### src/rtl/core/sgcv_pkg.sv
package sgcv_pkg;

    // Datapath widths, sized for the largest supported set of 4096 samples
    localparam int N_W     = 13;   // sample count and rank
    localparam int X_W     = 16;   // Q8.8 sample
    localparam int SUM_W   = 29;   // running sum
    localparam int WS_W    = 42;   // rank-weighted sum
    localparam int SQ_W    = 44;   // sum of squares
    localparam int OUT_W   = 32;   // Q16.16 results
    localparam int DVD_W   = 100;  // divider dividend and quotient
    localparam int DVS_W   = 70;   // divider divisor
    localparam int REM_W   = 71;   // divider partial remainder
    localparam int DCNT_W  = 7;    // divider step counter
    localparam int RT_W    = 62;   // square root operand
    localparam int RT_STEPS = 31;  // square root steps
    localparam int RCNT_W  = 5;    // square root step counter

    typedef enum logic [3:0] {
        ST_IDLE,
        ST_PROD,
        ST_DIFF,
        ST_PROD2,
        ST_MEAN_LD,
        ST_MEAN_RUN,
        ST_GINI_LD,
        ST_GINI_RUN,
        ST_CV_LD,
        ST_CV_RUN,
        ST_ROOT_LD,
        ST_ROOT_RUN,
        ST_EMIT
    } t_state;

    typedef enum logic [1:0] {
        DIV_MEAN,
        DIV_GINI,
        DIV_CV
    } t_div_src;

    // Controller to datapath commands
    typedef struct packed {
        logic     prod;
        logic     diff;
        logic     prod2;
        logic     div_load;
        t_div_src div_src;
        logic     div_step;
        logic     cap_mean;
        logic     cap_gini;
        logic     root_load;
        logic     root_step;
        logic     emit;
    } t_dp_cmd;

    // Datapath to controller status
    typedef struct packed {
        logic div_last;
        logic root_last;
    } t_dp_sts;

endpackage

### src/rtl/core/sgcv_ctrl.sv
module sgcv_ctrl (
    input  logic            i_clk,
    input  logic            i_rst_n,
    input  logic            i_accept,
    input  logic            i_last_sample,
    input  sgcv_pkg::t_dp_sts i_sts,
    output sgcv_pkg::t_dp_cmd o_cmd,
    output logic            o_busy
);
    import sgcv_pkg::*;

    t_state r_state;
    t_state n_state;

    // Hold state
    always_ff @(posedge i_clk) begin
        if (!i_rst_n) begin
            r_state <= ST_IDLE;
        end else begin
            r_state <= n_state;
        end
    end

    // Advance through the finishing sequence
    always_comb begin
        n_state = r_state;
        case (r_state)
            ST_IDLE: begin
                if (i_accept && i_last_sample) n_state = ST_PROD;
            end
            ST_PROD:     n_state = ST_DIFF;
            ST_DIFF:     n_state = ST_PROD2;
            ST_PROD2:    n_state = ST_MEAN_LD;
            ST_MEAN_LD:  n_state = ST_MEAN_RUN;
            ST_MEAN_RUN: begin
                if (i_sts.div_last) n_state = ST_GINI_LD;
            end
            ST_GINI_LD:  n_state = ST_GINI_RUN;
            ST_GINI_RUN: begin
                if (i_sts.div_last) n_state = ST_CV_LD;
            end
            ST_CV_LD:    n_state = ST_CV_RUN;
            ST_CV_RUN: begin
                if (i_sts.div_last) n_state = ST_ROOT_LD;
            end
            ST_ROOT_LD:  n_state = ST_ROOT_RUN;
            ST_ROOT_RUN: begin
                if (i_sts.root_last) n_state = ST_EMIT;
            end
            ST_EMIT:     n_state = ST_IDLE;
            default:     n_state = ST_IDLE;
        endcase
    end

    // Drive datapath commands
    always_comb begin
        o_cmd = '0;
        o_cmd.div_src = DIV_MEAN;
        o_busy = (r_state != ST_IDLE);
        case (r_state)
            ST_PROD:  o_cmd.prod  = 1'b1;
            ST_DIFF:  o_cmd.diff  = 1'b1;
            ST_PROD2: o_cmd.prod2 = 1'b1;
            ST_MEAN_LD: begin
                o_cmd.div_load = 1'b1;
                o_cmd.div_src  = DIV_MEAN;
            end
            ST_GINI_LD: begin
                o_cmd.cap_mean = 1'b1;
                o_cmd.div_load = 1'b1;
                o_cmd.div_src  = DIV_GINI;
            end
            ST_CV_LD: begin
                o_cmd.cap_gini = 1'b1;
                o_cmd.div_load = 1'b1;
                o_cmd.div_src  = DIV_CV;
            end
            ST_MEAN_RUN, ST_GINI_RUN, ST_CV_RUN: o_cmd.div_step = 1'b1;
            ST_ROOT_LD:  o_cmd.root_load = 1'b1;
            ST_ROOT_RUN: o_cmd.root_step = 1'b1;
            ST_EMIT:     o_cmd.emit      = 1'b1;
            default: ;
        endcase
    end

endmodule

### config.mk
export PLATFORM = sky130hd
export DESIGN_NAME = sgcv_ctrl
export DESIGN_NICKNAME = d
export VERILOG_FILES = /design/src/rtl/core/sgcv_pkg.sv /design/src/rtl/core/sgcv_ctrl.sv
export SDC_FILE = /design/constraint.sdc
export NUM_CORES = 1
export LEC_CHECK = 0
export ABC_AREA = 1
export BUFFER_PORTS_ARGS = -buffer_cell sky130_fd_sc_hd__buf_2
export CORE_AREA = 2 2 39 41
export DETAILED_ROUTE_END_ITERATION = 7
export DIE_AREA = 0 0 41 43
export MAX_ROUTING_LAYER = met4
export PLACE_DENSITY = 0.57
export SETUP_SLACK_MARGIN = 0.15
export SLEW_MARGIN = 20
export SYNTH_ARGS = -nofsm -noshare
export SYNTH_HDL_FRONTEND = slang
export SYNTH_SLANG_ARGS = --single-unit
### constraint.sdc
create_clock -name i_clk -period 1.6 [get_ports i_clk]
set_clock_uncertainty 0.15 [all_clocks]
set_input_delay 0.24 -clock i_clk [delete_from_list [all_inputs] [get_ports i_clk]]
set_output_delay 0.24 -clock i_clk [all_outputs]
set_load 0.02 [all_outputs]
==> results.sh, run 1 <==
export IMPL_clk_latency_ps=230
export IMPL_grt_pass1_vias=401
export IMPL_overflow=0
export IMPL_dp_cells=97
export IMPL_path_max_fanout=6
export IMPL_tns_ps=0
export IMPL_cts_tree="built"
export IMPL_track_usage=0.134
export IMPL_clockBufferDepth=2
export IMPL_clockRootBuffer="clkbuf_4"
export IMPL_drt_initial_drc_count=5
export IMPL_yosys_area_share_simple=0.508
export IMPL_tightest_slew_ps=184
export IMPL_insertedDiodeCount=0
export IMPL_synth_top_family_by_area="simple AND/OR/NAND/NOR gates"
export IMPL_core_sq_um=1380
export IMPL_total_power_mw=1.17
export IMPL_fin_ws_ps=95.4
export IMPL_dr_pass1_iters=2
export IMPL_largest_reg_flops=4
export IMPL_synth_fa_ha_area_frac=0
export IMPL_setup_viol=0
export IMPL_worstPathRequired_ps=1210
export IMPL_final_util=0.452
export IMPL_cts_buffers=3
export IMPL_port_buffers=18
export IMPL_cts_hold_buffers_added=0
export IMPL_yosysWarnings=0
export IMPL_synth_seq_cells=4
export IMPL_pre_cts_ws_ps=123
export IMPL_place_gp_congestion=0.766
export IMPL_row_count=14
export IMPL_synthesis_nets=71
export IMPL_crit_arrival_ps=1110
export IMPL_drv_slew=0
export IMPL_path_class="register to primary output"
export IMPL_status="completed"
export IMPL_design_die_area_sq_um=1760
export IMPL_reg_top3="r_state (4)"
export IMPL_start_util=0.269
export IMPL_chipHeight_microns=43
export IMPL_synthCells=65
export IMPL_grt_max_degree=7
export IMPL_num_vias=462
export IMPL_max_cap_violations=0
export IMPL_layout_commonest_cell="nand2_1"
export IMPL_io_pins=19
export IMPL_ir_drop_mv=0.768
export IMPL_hold_violations=0
export IMPL_totalWireLength_microns=899
export IMPL_synthXorXnorAreaFrac=0
export IMPL_layout_common_cells="nand2_1 (11), nor2_1 (10), buf_4 (10)"
export IMPL_worstSetupEndpointType="primary output"
export IMPL_post_route_cell_area_sq_um=626
export IMPL_netlist_area_sq_um=372
export IMPL_placed_area_sq_um=470
export IMPL_routedWlPerCell_microns=8.73
export IMPL_die_w_microns=41
export IMPL_p_per_area_nw_per_um2=1860
export IMPL_drc=0
export IMPL_final_cells=103
export IMPL_leakage_nw=0.326
export IMPL_htreeDepth=1
export IMPL_dpl_hpwl_microns=727
export IMPL_hold_path_class="input pin to register"
export IMPL_seq_area_frac_synth=0.215
export IMPL_synth_compound_area_frac=0.104
export IMPL_fin_hold_ws_ps=104
export IMPL_synth_distinct_cells=18
export IMPL_clkTransAtPathRegs_ps=40
export IMPL_fin_crit_sh=0.940
export IMPL_muxShareOfSynthArea=0
export IMPL_antenna_found_initial=0
export IMPL_rsz0062_at_grt="yes"
export IMPL_max_freq_ghz=0.665
export IMPL_min_period_ps=1500
export IMPL_area_growth_pct=68.4
export IMPL_final_antenna_net_count=0
export IMPL_top_register="r_state"
export IMPL_relSlewSlack=0.876
export IMPL_nNetsFinal=95
export IMPL_worstSetupStartpointType="register"
export IMPL_grt_pass1_wl_mm=1.56
export IMPL_layout_drive_gt1_share=0.598
export IMPL_vias_per_cell=4.49
export IMPL_syn_area_per_cell_sq_um=5.72
export IMPL_cts_sink_count=4
==> per-layer routing <==
metal | routed length [microns] | vias up | GRT usage
met3 | 54 | 4 | 0.0471
met1 | 378 | 196 | 0.164
met5 | 0 | - | -
met4 | 16 | 0 | 0.0800
li1 | - | 246 | -
met2 | 449 | 16 | 0.181
==> final cells by class <==
class | instances | area (sq um)
Sequential cell | 4 | 95.1
Multi-Input combinational cell | 47 | 274
Fill cell | 156 | 758
Inverter | 12 | 52.6
Timing Repair Buffer | 21 | 161
Tap cell | 16 | 20.0
Clock buffer | 3 | 22.5
==> what timing repair did <==
| item | CTS | global route |
|---|---|---|
| setup endpoints to repair | 13 | 12 |
| gates resized for setup | 25 | 18 |
| pin swaps | 4 | 4 |
| gates cloned | 0 | 0 |
| buffers inserted | 2 | 1 |
==> report_power, final <==
part / switching, mW / leakage (nW) / internal, mW / total (mW)
clock: 0.0395 / 0.0138 / 0.0838 / 0.123
combinational: 0.460 / 0.277 / 0.326 / 0.785
sequential: 0.0954 / 0.0357 / 0.162 / 0.257
total: 0.594 / 0.326 / 0.571 / 1.17
==> worst paths after layout <==
check / from / end / slack [ps] / cells after the start
max: r_state[2] / o_cmd[8] / 100 / 5
min: i_rst_n / r_state[2] / 100 / 3
max reg2reg: r_state[2] / r_state[3] / 310 / 9
min reg2reg: r_state[1] / r_state[1] / 420 / 2
==> Yosys cell counts <==
cell / n / share of area
nand2_1: 12 / 0.12
nand2_2: 3 / 0.051
nand2_4: 1 / 0.030
nand3_1: 5 / 0.067
dfxtp_1: 4 / 0.22
inv_1: 8 / 0.081
o22ai_1: 1 / 0.017
buf_6: 1 / 0.030
buf_4: 1 / 0.020
nor2_2: 1 / 0.017
inv_2: 4 / 0.040
a21oi_1: 3 / 0.040
o21ai_0: 2 / 0.027
o21bai_1: 1 / 0.020
nor3_1: 1 / 0.013
nand3_2: 1 / 0.027
nor2_4: 1 / 0.030
nor2_1: 15 / 0.15
==> critical path, cell delays in order (launching register included) <==
cell and delay (ps):
dfxtp_4 390, inv_2 50, nor2_4 90, inv_2 70
o22ai_2 150, buf_6 140
==> logic make-up after synthesis <==
family / after synthesis
AND/OR/NAND/NOR: 40
flip-flops: 4
AO/OA/AOI/OAI: 7
buffers and inverters: 14
(Power assumes the default switching activity.)
==> run 2: changes to the inputs <==
--- a/config.mk
+++ b/config.mk
@@ -7,11 +7,13 @@
 export LEC_CHECK = 0
 export ABC_AREA = 1
 export BUFFER_PORTS_ARGS = -buffer_cell sky130_fd_sc_hd__buf_2
-export CORE_AREA = 2 2 39 41
+export CELL_PAD_IN_SITES_DETAIL_PLACEMENT = 1
+export CELL_PAD_IN_SITES_GLOBAL_PLACEMENT = 1
+export CORE_MARGIN = 2
+export CORE_UTILIZATION = 26
 export DETAILED_ROUTE_END_ITERATION = 7
-export DIE_AREA = 0 0 41 43
 export MAX_ROUTING_LAYER = met4
-export PLACE_DENSITY = 0.57
+export PLACE_DENSITY = 0.76
 export SETUP_SLACK_MARGIN = 0.15
 export SLEW_MARGIN = 20
 export SYNTH_ARGS = -nofsm -noshare
==> run 2 against run 1 <==
Net effect: critical path type unchanged; clock power up 4%; sequential share of layout area down 3.1 points; first-iteration DRC count down 80%; maximum frequency down 1.8%; non-clock buffer count up 9; combinational power up 43%; largest power group unchanged; worst setup slack worse by 27 ps; final cell count up 7.8%.
==> results.sh, run 2 (synthesis results as in run 1) <==
export IMPL_status="completed"
export IMPL_io_pins=19
export IMPL_power_internal_mw=0.720
export IMPL_slowest_stage="dfxtp_4"
export IMPL_rsz0062_at_grt="yes"
export IMPL_crit_family="flip-flops"
export IMPL_ff2ff_setup_slack_ps=200
export IMPL_max_freq_ghz=0.653
export IMPL_pwr_share_comb=0.747
export IMPL_core_sq_um=1320
export IMPL_crit_chain="inv_4, nor2_4, inv_4, o22ai_2, buf_6"
export IMPL_cp_depth=5
export IMPL_crit_arrival_ps=1140
export IMPL_tns_ps=0
export IMPL_htreeDepth=1
export IMPL_insertedDiodeCount=0
export IMPL_routedWlPerCell_microns=14.3
export IMPL_hold_violations=0
export IMPL_clkTransAtPathRegs_ps=40
export IMPL_critPathMostFrequentCell="inv_4"
export IMPL_place_gp_congestion=0.714
export IMPL_swShare=0.521
export IMPL_overflow=0
export IMPL_ir_drop_mv=1.01
export IMPL_top_register="r_state"
export IMPL_grt_max_degree=8
export IMPL_p_per_area_nw_per_um2=1910
export IMPL_drv_slew=0
export IMPL_area_growth_pct=111
export IMPL_design_die_area_sq_um=1750
export IMPL_p_switching_mw=0.784
export IMPL_tightest_slew_ps=218
export IMPL_clk_latency_ps=240
export IMPL_drc=0
export IMPL_critPathBufInv=3
export IMPL_hold_path_class="input pin to register"
export IMPL_r2r_start="r_state[3]"
export IMPL_rr_worst_depth=8
export IMPL_worstSetupEndpointType="primary output"
export IMPL_clkPwrFrac=0.085
export IMPL_drt_initial_drc_count=1
export IMPL_start_util=0.282
export IMPL_cts_hold_buffers_added=0
export IMPL_layout_drive_gt1_share=0.708
export IMPL_path_class="register to primary output"
export IMPL_cts_tree="built"
export IMPL_reg_top3="r_state (4)"
export IMPL_critPathMaxStageDelay_ps=390
export IMPL_setup_viol=0
export IMPL_max_cap_violations=0
export IMPL_largest_reg_flops=4
export IMPL_layout_common_cells="buf_6 (13), buf_4 (10), nand2_1 (9)"
export IMPL_worstPathRequired_ps=1210
export IMPL_relSlewSlack=0.853
export IMPL_path_max_fanout=6
export IMPL_cts_sink_count=4
export IMPL_leakage_nw=0.379
export IMPL_track_usage=0.176
export IMPL_layout_commonest_cell="buf_6"
export IMPL_die_w_microns=41.8
export IMPL_num_vias=536
export IMPL_totalWireLength_mm=1.58
export IMPL_fin_crit_sh=0.957
export IMPL_final_antenna_net_count=0
export IMPL_nNetsFinal=104
export IMPL_clockBufferDepth=2
export IMPL_fin_ws_ps=68.3
export IMPL_vias_per_cell=4.83
export IMPL_crit_start="r_state[3]"
export IMPL_worstSetupStartpointType="register"
export IMPL_dpl_hpwl_microns=904
export IMPL_timing_rr_end="r_state[1]"
export IMPL_chipHeight_microns=41.8
export IMPL_grt_pass1_vias=510
export IMPL_row_count=13
export IMPL_cts_buffers=3
export IMPL_antenna_found_initial=0
export IMPL_min_period_ps=1530
export IMPL_grt_pass1_wl_mm=2.21
export IMPL_crit_end="o_cmd[8]"
export IMPL_dr_pass1_iters=2
export IMPL_pre_cts_ws_ps=125
export IMPL_power_frac_seq=0.168
export IMPL_clockRootBuffer="clkbuf_4"
export IMPL_port_buffers=18
-- run 2: area by class of cell --
cell class / count / area [sq um]
fillers: 174 / 532
multi-input cells: 47 / 340
repair buffers: 30 / 256
flip-flops and latches: 4 / 95.1
inverters: 12 / 52.6
clock buffers: 3 / 22.5
well taps: 15 / 18.8
-- run 2: worst min-delay path by stage --
stage | startpoint | endpoint | slack, ps | cells past startpoint
floorplan | i_rst_n | r_state[3] | 210 | 2
detailed placement | i_rst_n | r_state[3] | 360 | 3
global placement | i_rst_n | r_state[1] | 350 | 3
global route | i_rst_n | r_state[3] | 100 | 3
CTS | i_rst_n | r_state[3] | 100 | 3
finish | i_rst_n | r_state[3] | 100 | 3
-- run 2: what timing repair did --
action | in CTS | in global routing
pin swaps | 6 | 10
endpoints found under the hold margin | 0 | 0
resized for setup | 26 | 39
buffers inserted | 6 | 6
setup endpoints to repair | 13 | 16
-- run 2: through the flow --
stage	util	power, mW	cells	instance area, sq um	hold slack (ps)
4_1_cts	0.448	1.15	105	591	97.9
3_5_place_dp	0.356	0.840	96	469	360
5_1_grt	0.596	1.60	111	786	103
6_report	0.596	1.50	111	786	103
3_3_place_gp	0.356	0.827	96	469	355
2_1_floorplan	-	0.684	65	379	210
-- run 2: power groups by stage --
| stage | Combinational (mW) | Sequential [mW] | Clock (mW) |
|---|---|---|---|
| final | 1.12 | 0.252 | 0.128 |
| after global routing | 1.20 | 0.262 | 0.141 |
| after CTS | 0.778 | 0.240 | 0.134 |
| after detailed placement | 0.625 | 0.216 | 0 |
| after global placement | 0.614 | 0.213 | 0 |
| after floorplan | 0.499 | 0.184 | 0 |
-- run 2: routing by layer --
| layer | wire length, microns | vias up | global-route usage |
|---|---|---|---|
| li1 | - | 263 | - |
| met1 | 566 | 244 | 0.175 |
| met2 | 883 | 23 | 0.322 |
| met3 | 69 | 6 | 0.0130 |
| met4 | 63 | 0 | 0.116 |
| met5 | 0 | - | - |
-- run 2: worst register-to-register path, stage by stage (launching register included) --
cell     delay, ps
dfxtp_4        390
inv_4           50
nor2_4         140
nand2_2         90
nand2_4         70
buf_6          110
nand2_8         50
a21oi_1        160
nor2_1          70
